==> config.mk <==
export PLATFORM = sky130hd
export DESIGN_NAME = pearson_correlation_top
export DESIGN_NICKNAME = d
export VERILOG_FILES = /design/src/pc_pkg.sv /design/src/pc_mul.sv /design/src/pc_datapath.sv /design/src/pc_ctrl.sv /design/src/pearson_correlation_top.sv
export VERILOG_INCLUDE_DIRS = /design/src /design/src/src
export SDC_FILE = /design/constraint.sdc
export NUM_CORES = 2
export LEC_CHECK = 0
export BUFFER_PORTS_ARGS = -buffer_cell sky130_fd_sc_hd__buf_4
export CAP_MARGIN = 40
export CORE_MARGIN = 2
export CORE_UTILIZATION = 45
export DETAILED_ROUTE_END_ITERATION = 8
export SLEW_MARGIN = 5
export SYNTH_ARGS = -nofsm -noshare
export SYNTH_HDL_FRONTEND = slang
export SYNTH_SLANG_ARGS = --single-unit
==> constraint.sdc <==
create_clock -name clk -period 14.5 [get_ports clk]
set_input_delay 2.175 -clock clk [delete_from_list [all_inputs] [get_ports clk]]
set_output_delay 2.175 -clock clk [all_outputs]
set_load 0.01 [all_outputs]
==> src/pearson_correlation_top_macros.svh <==
// Assertion macros for the correlation block.
// Used by the controller; needs clk and rst in scope of the caller.
`ifndef PEARSON_CORRELATION_TOP_MACROS_SVH
`define PEARSON_CORRELATION_TOP_MACROS_SVH
// Same-cycle implication
`define PC_ASSERT_NOW(lbl, ante, cons, msg) \
  lbl: assert property (@(posedge clk) disable iff (rst) (ante) |-> (cons)) else $error(msg);
// Next-cycle implication
`define PC_ASSERT_NEXT(lbl, ante, cons, msg) \
  lbl: assert property (@(posedge clk) disable iff (rst) (ante) |=> (cons)) else $error(msg);
`endif

==> src/pc_pkg.sv <==
// Shared types and constants for the correlation block.
// No dependencies.
`default_nettype none
package pc_pkg;
  localparam int SAMPLE_BITS = 16;
  localparam int MAX_PAIRS = 65536;
  localparam int CNT_W = $clog2(MAX_PAIRS + 1);
  localparam int SUM_W = SAMPLE_BITS + CNT_W;
  localparam int PROD_W = 2 * SAMPLE_BITS;
  localparam int SQ_W = PROD_W - 2 + CNT_W;
  localparam int CROSS_W = SQ_W + 1;
  localparam int WORD_W = 64;
  localparam int MUL_A_W = 2 * WORD_W;
  localparam int MUL_B_W = WORD_W;
  localparam int MUL_P_W = MUL_A_W + MUL_B_W;
  localparam int MUL_CW = $clog2(MUL_B_W + 1);
  localparam int RHS_W = MUL_A_W + 32;
  localparam int COEF_W = 16;
  localparam int BIT_W = $clog2(COEF_W);
  localparam int D_W = COEF_W + 1;

  typedef enum logic [2:0] {
    ST_IDLE,
    ST_START,
    ST_WAIT,
    ST_CHECK,
    ST_EMIT
  } state_t;

  typedef enum logic [3:0] {
    OP_NSXX,
    OP_SXSX,
    OP_NSYY,
    OP_SYSY,
    OP_NSXY,
    OP_SXSY,
    OP_VXVY,
    OP_MAGSQ,
    OP_DSQ,
    OP_TRIAL
  } op_t;

  typedef struct packed {
    logic acc_en;
    logic clear;
    logic mul_start;
    op_t  op;
    logic bit_init;
    logic bit_next;
    logic emit;
  } cmd_t;

  typedef struct packed {
    logic mul_done;
    logic ok;
    logic bit_last;
  } stat_t;
endpackage
`default_nettype wire

==> src/pc_mul.sv <==
// Shift-add multiplier, one multiplier bit per cycle.
// Depends on pc_pkg.
`default_nettype none
module pc_mul (
  input  wire logic                       clk,
  input  wire logic                       rst,
  input  wire logic                       start,
  input  wire logic [pc_pkg::MUL_A_W-1:0] a,
  input  wire logic [pc_pkg::MUL_B_W-1:0] b,
  output logic                            done,
  output logic [pc_pkg::MUL_P_W-1:0]      product
);
  import pc_pkg::*;

  logic [MUL_P_W-1:0] ma;
  logic [MUL_B_W-1:0] mb;
  logic [MUL_CW-1:0]  cnt;
  logic               running;

  always_ff @(posedge clk) begin
    if (rst) begin
      running <= 1'b0;
      done <= 1'b0;
    end else begin
      done <= 1'b0;
      if (start) begin
        running <= 1'b1;
      end else if (running && cnt == MUL_CW'(1)) begin
        running <= 1'b0;
        done <= 1'b1;
      end
    end
  end

  always_ff @(posedge clk) begin
    if (start) begin
      ma <= {{MUL_B_W{1'b0}}, a};
      mb <= b;
      product <= '0;
      cnt <= MUL_CW'(MUL_B_W);
    end else if (running) begin
      if (mb[0]) begin
        product <= product + ma;
      end
      ma <= ma << 1;
      mb <= mb >> 1;
      cnt <= cnt - MUL_CW'(1);
    end
  end
endmodule
`default_nettype wire

==> src/pc_datapath.sv <==
// Datapath: running sums, variance terms, root search and result registers.
// Depends on pc_pkg and pc_mul.
`default_nettype none
module pc_datapath (
  input  wire logic                           clk,
  input  wire logic                           rst,
  input  wire pc_pkg::cmd_t                   cmd,
  output pc_pkg::stat_t                       stat,
  input  wire logic signed [pc_pkg::SAMPLE_BITS-1:0] sample_x,
  input  wire logic signed [pc_pkg::SAMPLE_BITS-1:0] sample_y,
  output logic                                valid,
  output logic signed [pc_pkg::COEF_W-1:0]    coefficient,
  output logic                                defined
);
  import pc_pkg::*;

  logic [CNT_W-1:0]          pair_count;
  logic signed [SUM_W-1:0]   sum_first, sum_second;
  logic signed [CROSS_W-1:0] sum_cross;
  logic [SQ_W-1:0]           sum_first_sq, sum_second_sq;
  logic                      count_overflow;

  logic signed [PROD_W-1:0]  pxx, pyy, pxy;
  logic [WORD_W-1:0]         n64, sx64, sy64, sxx64, syy64, sxy64;
  logic [WORD_W-1:0]         tmp, vx, vy, num, mag, dsq;
  logic [MUL_A_W-1:0]        v;
  logic [RHS_W-1:0]          rhs;
  logic [COEF_W-1:0]         q, cand;
  logic [BIT_W-1:0]          bit_idx;
  logic [D_W-1:0]            d;
  logic [D_W-1:0]            qc;
  logic [COEF_W-1:0]         coef_next;

  logic [MUL_A_W-1:0]        mul_a;
  logic [MUL_B_W-1:0]        mul_b;
  logic                      mul_done;
  logic [MUL_P_W-1:0]        mul_p;

  pc_mul u_mul (
    .clk(clk),
    .rst(rst),
    .start(cmd.mul_start),
    .a(mul_a),
    .b(mul_b),
    .done(mul_done),
    .product(mul_p)
  );

  assign pxx = sample_x * sample_x;
  assign pyy = sample_y * sample_y;
  assign pxy = sample_x * sample_y;

  always_ff @(posedge clk) begin
    if (rst || cmd.clear) begin
      pair_count <= '0;
      sum_first <= '0;
      sum_second <= '0;
      sum_cross <= '0;
      sum_first_sq <= '0;
      sum_second_sq <= '0;
      count_overflow <= 1'b0;
    end else if (cmd.acc_en) begin
      if (pair_count >= CNT_W'(MAX_PAIRS)) begin
        count_overflow <= 1'b1;
      end else begin
        pair_count <= pair_count + CNT_W'(1);
        sum_first <= sum_first + {{(SUM_W-SAMPLE_BITS){sample_x[SAMPLE_BITS-1]}}, sample_x};
        sum_second <= sum_second + {{(SUM_W-SAMPLE_BITS){sample_y[SAMPLE_BITS-1]}}, sample_y};
        sum_cross <= sum_cross + {{(CROSS_W-PROD_W){pxy[PROD_W-1]}}, pxy};
        sum_first_sq <= sum_first_sq + {{(SQ_W-PROD_W){1'b0}}, pxx};
        sum_second_sq <= sum_second_sq + {{(SQ_W-PROD_W){1'b0}}, pyy};
      end
    end
  end

  assign n64   = {{(WORD_W-CNT_W){1'b0}}, pair_count};
  assign sx64  = {{(WORD_W-SUM_W){sum_first[SUM_W-1]}}, sum_first};
  assign sy64  = {{(WORD_W-SUM_W){sum_second[SUM_W-1]}}, sum_second};
  assign sxy64 = {{(WORD_W-CROSS_W){sum_cross[CROSS_W-1]}}, sum_cross};
  assign sxx64 = {{(WORD_W-SQ_W){1'b0}}, sum_first_sq};
  assign syy64 = {{(WORD_W-SQ_W){1'b0}}, sum_second_sq};

  assign mag  = num[WORD_W-1] ? (WORD_W'(0) - num) : num;
  assign cand = q | (COEF_W'(1) << bit_idx);
  assign d    = {cand, 1'b0} - D_W'(1);

  always_comb begin
    mul_a = '0;
    mul_b = '0;
    unique case (cmd.op)
      OP_NSXX:  begin mul_a = {{WORD_W{1'b0}}, n64};  mul_b = sxx64; end
      OP_SXSX:  begin mul_a = {{WORD_W{1'b0}}, sx64}; mul_b = sx64;  end
      OP_NSYY:  begin mul_a = {{WORD_W{1'b0}}, n64};  mul_b = syy64; end
      OP_SYSY:  begin mul_a = {{WORD_W{1'b0}}, sy64}; mul_b = sy64;  end
      OP_NSXY:  begin mul_a = {{WORD_W{1'b0}}, n64};  mul_b = sxy64; end
      OP_SXSY:  begin mul_a = {{WORD_W{1'b0}}, sx64}; mul_b = sy64;  end
      OP_VXVY:  begin mul_a = {{WORD_W{1'b0}}, vx};   mul_b = vy;    end
      OP_MAGSQ: begin mul_a = {{WORD_W{1'b0}}, mag};  mul_b = mag;   end
      OP_DSQ: begin
        mul_a = {{(MUL_A_W-D_W){1'b0}}, d};
        mul_b = {{(MUL_B_W-D_W){1'b0}}, d};
      end
      OP_TRIAL: begin mul_a = v; mul_b = dsq; end
      default:  begin mul_a = '0; mul_b = '0; end
    endcase
  end

  always_ff @(posedge clk) begin
    if (mul_done) begin
      case (cmd.op)
        OP_NSXX, OP_NSYY, OP_NSXY: tmp <= mul_p[WORD_W-1:0];
        OP_SXSX:  vx  <= tmp - mul_p[WORD_W-1:0];
        OP_SYSY:  vy  <= tmp - mul_p[WORD_W-1:0];
        OP_SXSY:  num <= tmp - mul_p[WORD_W-1:0];
        OP_VXVY:  v   <= mul_p[MUL_A_W-1:0];
        OP_MAGSQ: rhs <= {mul_p[MUL_A_W-1:0], 32'b0};
        OP_DSQ:   dsq <= mul_p[WORD_W-1:0];
        default: ;
      endcase
    end
  end

  always_ff @(posedge clk) begin
    if (cmd.bit_init) begin
      q <= '0;
      bit_idx <= BIT_W'(COEF_W - 1);
    end else begin
      if (mul_done && cmd.op == OP_TRIAL &&
          mul_p <= {{(MUL_P_W-RHS_W){1'b0}}, rhs}) begin
        q <= cand;
      end
      if (cmd.bit_next) begin
        bit_idx <= bit_idx - BIT_W'(1);
      end
    end
  end

  assign stat.mul_done = mul_done;
  assign stat.ok = !count_overflow && pair_count >= CNT_W'(2) &&
                   vx != '0 && vy != '0;
  assign stat.bit_last = bit_idx == '0;

  always_comb begin
    qc = {1'b0, q};
    if (num[WORD_W-1]) begin
      if (qc > (D_W'(1) << (COEF_W - 1))) begin
        qc = D_W'(1) << (COEF_W - 1);
      end
      coef_next = COEF_W'(D_W'(0) - qc);
    end else begin
      if (qc > ((D_W'(1) << (COEF_W - 1)) - D_W'(1))) begin
        qc = (D_W'(1) << (COEF_W - 1)) - D_W'(1);
      end
      coef_next = qc[COEF_W-1:0];
    end
    if (!stat.ok) begin
      coef_next = '0;
    end
  end

  always_ff @(posedge clk) begin
    if (rst) begin
      valid <= 1'b0;
    end else begin
      valid <= cmd.emit;
    end
  end

  always_ff @(posedge clk) begin
    if (cmd.emit) begin
      coefficient <= coef_next;
      defined <= stat.ok;
    end
  end
endmodule
`default_nettype wire

==> src/pc_ctrl.sv <==
// Controller: sequences accumulation, the variance multiplies and the root search.
// Depends on pc_pkg and the assertion macro header.
`default_nettype none
`include "pearson_correlation_top_macros.svh"
module pc_ctrl (
  input  wire logic          clk,
  input  wire logic          rst,
  input  wire logic          start,
  input  wire logic          last,
  output logic               busy,
  output pc_pkg::cmd_t       cmd,
  input  wire pc_pkg::stat_t stat
);
  import pc_pkg::*;

  state_t state, state_next;
  op_t    op, op_next;

  always_ff @(posedge clk) begin
    if (rst) begin
      state <= ST_IDLE;
      op <= OP_NSXX;
    end else begin
      state <= state_next;
      op <= op_next;
    end
  end

  always_comb begin
    state_next = state;
    op_next = op;
    cmd = '0;
    cmd.op = op;
    unique case (state)
      ST_IDLE: begin
        cmd.acc_en = start;
        if (start && last) begin
          op_next = OP_NSXX;
          state_next = ST_START;
        end
      end
      ST_START: begin
        cmd.mul_start = 1'b1;
        state_next = ST_WAIT;
      end
      ST_WAIT: begin
        if (stat.mul_done) begin
          state_next = ST_START;
          unique case (op)
            OP_NSXX:  op_next = OP_SXSX;
            OP_SXSX:  op_next = OP_NSYY;
            OP_NSYY:  op_next = OP_SYSY;
            OP_SYSY:  op_next = OP_NSXY;
            OP_NSXY:  op_next = OP_SXSY;
            OP_SXSY:  state_next = ST_CHECK;
            OP_VXVY:  op_next = OP_MAGSQ;
            OP_MAGSQ: begin
              cmd.bit_init = 1'b1;
              op_next = OP_DSQ;
            end
            OP_DSQ:   op_next = OP_TRIAL;
            OP_TRIAL: begin
              if (stat.bit_last) begin
                state_next = ST_EMIT;
              end else begin
                cmd.bit_next = 1'b1;
                op_next = OP_DSQ;
              end
            end
            default:  state_next = ST_EMIT;
          endcase
        end
      end
      ST_CHECK: begin
        if (stat.ok) begin
          op_next = OP_VXVY;
          state_next = ST_START;
        end else begin
          state_next = ST_EMIT;
        end
      end
      ST_EMIT: begin
        cmd.emit = 1'b1;
        cmd.clear = 1'b1;
        state_next = ST_IDLE;
      end
      default: state_next = ST_IDLE;
    endcase
  end

  assign busy = state != ST_IDLE;

  `PC_ASSERT_NEXT(a_emit_idle, cmd.emit, state == ST_IDLE, "emit not followed by idle")
  `PC_ASSERT_NOW(a_done_wait, stat.mul_done, state == ST_WAIT, "multiply done outside wait")
  `PC_ASSERT_NEXT(a_last_busy, start && !busy && last, busy, "last item did not start compute")
  `PC_ASSERT_NOW(a_clear_emit, cmd.clear, cmd.emit && !cmd.acc_en, "clear without emit")
endmodule
`default_nettype wire

==> src/pearson_correlation_top.sv <==
// Operation: items are accumulated while idle; on the last item the block stays busy
// for 40 multiplies on one shift-add multiplier, or only for the variance multiplies
// when the result is undefined. The result strobe is registered and rises as busy falls.
// Throughput: one item per cycle between sets; the receiver cannot stall.
// Reset: synchronous, active high, clears all sums and returns to idle.
`default_nettype none
module pearson_correlation_top (
  input  wire logic                                  clk,
  input  wire logic                                  rst,
  input  wire logic                                  start,
  output logic                                       busy,
  input  wire logic signed [pc_pkg::SAMPLE_BITS-1:0] sample_x,
  input  wire logic signed [pc_pkg::SAMPLE_BITS-1:0] sample_y,
  input  wire logic                                  last,
  output logic                                       valid,
  output logic signed [pc_pkg::COEF_W-1:0]           coefficient,
  output logic                                       defined
);
  import pc_pkg::*;

  cmd_t  cmd;
  stat_t stat;

  pc_ctrl u_ctrl (
    .clk(clk),
    .rst(rst),
    .start(start),
    .last(last),
    .busy(busy),
    .cmd(cmd),
    .stat(stat)
  );

  pc_datapath u_dp (
    .clk(clk),
    .rst(rst),
    .cmd(cmd),
    .stat(stat),
    .sample_x(sample_x),
    .sample_y(sample_y),
    .valid(valid),
    .coefficient(coefficient),
    .defined(defined)
  );
endmodule
`default_nettype wire

### Word level (Yosys, flattened, before mapping)

Index checks and enable logic that the tools add are counted.

* bits in registers: 1304
* input bits: 36

* add/sub/neg operators: 13
* multipliers: 3
* $lt $le $gt $ge: 5
* equal/unequal tests: 19
* shift-type cells: 1
* mux-type cells: 34
* bitwise logic cells: 2
* reduce and logical (&&, ||, !) cells: 35

Operators by type and width (number)
* case mux 128 bit (7 select lines): 1
* case mux 64 bit (9 select lines): 1
* 2-to-1 mux 128 bit: 2
* adder 192 bit: 1
* <= comparator 192 x 160 -> 1 bit: 1
* 2-to-1 mux 64 bit: 3
* nonzero test 64 bit: 2
* multiplier 16 x 16 -> 32 bit: 3
* adder 47 x 32 -> 47 bit: 2
* adder 33 bit: 2
* 2-to-1 mux 16 bit: 4
* subtractor 1 x 64 -> 64 bit, first input constant: 1
* subtractor 64 bit: 1
* adder 48 bit: 1
* case mux 4 bit (9 select lines): 1
* AND reduction 2 bit: 11
* adder 17 x 1 -> 17 bit, second input constant: 1
* >= comparator 17 bit, second input constant: 1
* >= comparator 17 x 2 -> 1 bit, second input constant: 1
* subtractor 17 x 1 -> 17 bit, second input constant: 1
* equality test 4 x 3 -> 1 bit, second input constant: 4
* > comparator 16 x 15 -> 1 bit, second input constant: 1
* > comparator 16 bit, second input constant: 1
* 2-to-1 mux 4 bit: 4
* other kinds (34): 61

### Depth between registers and ports, before layout

* depth after elaboration: 6
* gate-level depth with buffers: 44
* mapped depth without buffers: 43

### Modules after synthesis

A second synthesis with hierarchy kept.

* cell total of the unflattened synthesis: 11624
* area total of the unflattened synthesis: 107207.8 µm²

Modules (own cells, without submodules)
* pc_datapath: instances 1, cells an instance 7995, area each 76383.3 µm², sequential area each 22751.8 µm²
* pc_mul: instances 1, cells an instance 3559, area each 30227.7 µm², sequential area each 11070.6 µm²
* pc_ctrl: instances 1, cells an instance 70, area each 596.8 µm², sequential area each 140.1 µm²

### Worst setup path after synthesis

OpenSTA, ideal clock, no wires.

* path kind: input -> register
* start: in sample_y[3] (netlist bit)
* end: reg u_dp.sum_cross[46]
* arrival: 11.205 ns
* required time: 14.430 ns
* setup slack: 3.225 ns
* stages on the path: 39
* path buffers: 2
* cell sequence: clkbuf_1 > clkbuf_1 > nand2_1 > fa_1 > fa_1 > fa_1 > inv_1 > fa_1 > fa_1 > inv_1 > fa_1 > inv_1 > ha_1 > a21oi_1 > o22ai_1 > or3_1 > o311ai_0 > o21ai_0 > [3 not listed] > o2111ai_1 > a21oi_1 > xnor2_1 > ha_1 > a21o_1 > a21o_1 > a21oi_1 > nand2_1 > a311o_1 > a31o_2 > a21oi_1 > nand2b_1 > o2bb2ai_1 > o21ai_0 > a31oi_1 > xnor2_1 > nand2_1 > a21oi_1

* longest elaborated chain between the ends: 2

RTL lines
* start, declared: line pearson_correlation_top.sv:13 `input wire logic signed [pc_pkg::SAMPLE_BITS-1:0] sample_y,`
* multiplier 16 x 16 -> 32 bit: line pc_datapath.sv:51 `assign pxy = sample_x * sample_y;`
* adder 48 bit: line pc_datapath.sv:69 `sum_cross <= sum_cross + {{(CROSS_W-PROD_W){pxy[PROD_W-1]}}, pxy};`
* end signal, assigned: line pc_datapath.sv:69
* end, declared: line pc_datapath.sv:19 `logic signed [CROSS_W-1:0] sum_cross;`

Every way passes these cells.
A chain may end at the register's enable or synchronous reset.

### Worst setup path in the final report

* start: in sample_y[4] (netlist bit)
* end: reg u_dp.sum_cross[47]

The elaborated chain is that of the path after synthesis.

==> results.json <==
{
  "outcome": "finished clean",
  "finalSetupTns_ns": 0,
  "finalNetCount": 12792,
  "dp_hpwl_um": 247000,
  "grt_first_pass_wirelength_um": 503000,
  "vias": 83406,
  "period_share_pct": 84.0,
  "slew_headroom_pct": 19.9,
  "worstPathMaxFanout": 26,
  "clock_latency_ns": 0.82,
  "hold_viol": 0,
  "yosysWarnings": 0,
  "fmax_mhz": 82.1,
  "cts_max_path_buffers": 3,
  "synth_cell_types": 85,
  "core_um2": 230000,
  "drive_gt1_share_pct": 4.40,
  "cts-buffers-inserted": 149,
  "cpPeakStageDelay_ns": 0.60,
  "hold_buffers": 0,
  "clkTransAtPathRegs_ns": 0.06,
  "grt_pass1_vias": 83707,
  "post_cts_buffers": 0,
  "io_buffer_count": 54,
  "synthArstFlopShare_pct": 0,
  "multiInputGateArea_um2": 63600,
  "wirelength_um": 327000,
  "fp-row-count": 176,
  "finalSetupViolations": 0,
  "grt-ovfl-total": 0,
  "final_util_pct": 48.9,
  "grt_max_degree": 185,
  "fillers": 21483,
  "route.detailed.drc": 0,
  "netlist_area_um2": 104000,
  "rsz0062_at_grt": "false",
  "synth_cells": 11373,
  "cts_tree": "yes",
  "dieArea_um2": 235000,
  "cts_resized": 0,
  "slew_violations": 0,
  "start_kind": "primary input",
  "area_growth_pct": 8.06,
  "gp_congestion": 0.968,
  "via_per_inst": 5.82,
  "die_x_um": 485,
  "drv_cap": 0,
  "cts_max_level": 4,
  "grt_use_total_pct": 27.5,
  "synth_edf_count": 785,
  "drt_iter0_markers": 7129,
  "ios": 55,
  "syn-num-nets": 12982,
  "synthFlopType": "edfxtp_1",
  "setup.worst_path.end_class": "register",
  "min_path_type": "reg2reg",
  "syn-mean-instance-area_um2": 9.16,
  "fin_crit_ns": 12.18,
  "place_area_um2": 108000,
  "die_h_um": 485,
  "initial_core_util_pct": 45.3,
  "cts-root-buf": "clkbuf_16",
  "skew_ns": 0.0305,
  "antenna_found_initial": 8,
  "cp.arrival_ns": 12.90,
  "path_class": "in2reg",
  "drt-pass1-iter-count": 7,
  "synth_seq_area_share_pct": 32.6,
  "final_cell_area_um2": 113000,
  "cp_slowest_cell": "nor3_1",
  "final-seq-area_um2": 34000,
  "ys_seq_elements": 1304,
  "final_antenna_net_count": 0,
  "tightest_slew_ns": 1.20,
  "worstPathRequired_ns": 15.22,
  "wl_per_cell_um": 22.8,
  "clock-sinks": 1304
}
metal layers:
metal  vias up  global-route usage [%]  wire (um)
met4         4                    12.3      16600
met2      2786                    45.7     154000
met3       628                    2.99      18800
li1      38743                       -          -
met5         -                       0         27
met1     41245                    36.1     137000
registers in the layout, summed over array words and instances (netlist names), 7 cells and up:
name                cells
u_dp.sum_first         33
u_dp.sum_second        33
u_dp.u_mul.mb          64
u_dp.v                128
u_dp.vy                64
u_dp.sum_second_sq     47
u_dp.pair_count        17
u_dp.tmp               64
u_dp.u_mul.cnt          7
u_dp.num               64
u_dp.rhs              128
u_dp.dsq               64
u_dp.coefficient       16
u_dp.sum_cross         48
u_dp.vx                64
u_dp.u_mul.ma         192
u_dp.q                 16
u_dp.u_mul.product    192
u_dp.sum_first_sq      47
final timing paths:
kind,from,end,slack [ns],depth (start not counted)
worst max-delay path,sample_y[4],u_dp.sum_cross[47],2.32,42
worst min-delay path,u_dp.u_mul.product[165],u_dp.u_mul.product[165],0.47,2
worst max register to register,u_dp.u_mul.product[0],u_dp.u_mul.product[188],7.83,19
worst min register to register,u_dp.u_mul.product[165],u_dp.u_mul.product[165],0.47,2
stage by stage:
step	setup WS, ns	instances	hold slack, ns
after global routing	1.75	14333	0.496
final	2.32	14335	0.472
after detailed placement	1.62	14058	0.463
after CTS	2.46	14332	0.471
after floorplan	3.22	11373	0.437
after global placement	1.50	14043	0.461
critical path, delay by kind of cell:
kind,cells,cell delay [ns]
AOI/OAI and AO/OA,15,3.69
xor gates and xnor gates,2,0.23
adders and majority gates,8,3.45
buffers and inverters,6,0.96
and+or+nand+nor,11,2.37
cells by family after synthesis:
family                     synth area share [%]
and+or+nand+nor                            14.9
AOI/OAI and AO/OA                          15.7
buffers and inverters                      6.49
adders and majority gates                  24.3
DFF                                        32.6
xor gates and xnor gates                   5.20
muxes                                     0.799
cells in the mapped netlist, drive strengths merged (82+ instances only):
cell type	n	area, um^2
a221o	84	841
inv	1283	4820
a21oi	997	4990
ha	827	10300
a21o	254	1910
xor2	211	1850
nor3	129	657
clkbuf	474	1780
nand2	1459	5480
nand3	222	1120
nand2b	118	768
nand4	160	1000
and2	213	1330
nor2	707	2650
xnor2	408	3570
fa	746	14900
dfxtp	519	10400
o21ai	510	2550
mux2i	82	821
nor2b	103	644
o21bai	106	796
edfxtp	785	23600
cell type report:
class	count	area share, %
clock buffer	193	3.68
timing repair buffer	168	1.25
antenna	3	0.00667
sequential	1304	30.2
multi-input combinational	8267	56.5
inverter	1293	4.31
clock inverter	81	0.721
tap	3026	3.36
cells in the final DEF, fill, tap and decap left out, types with 84 or more instances in the layout:
cell       instances
dfxtp_1          517
and2_1           205
a21o_1           254
o21ai_0          509
nor2_1           703
nor2b_1          103
nand3_1          220
clkbuf_16        158
buf_4            155
xor2_1           211
fa_1             746
inv_1           1280
a221o_1           84
a21oi_1          997
xnor2_1          407
nand2_1         1457
nor3_1           123
nand4_1          160
nand2b_1         113
edfxtp_1         785
ha_1             827
o21bai_1         106
Power is left out: the tool's default activity adds up to more than one toggle a clock period on the data nets, which glitch-free logic cannot reach.
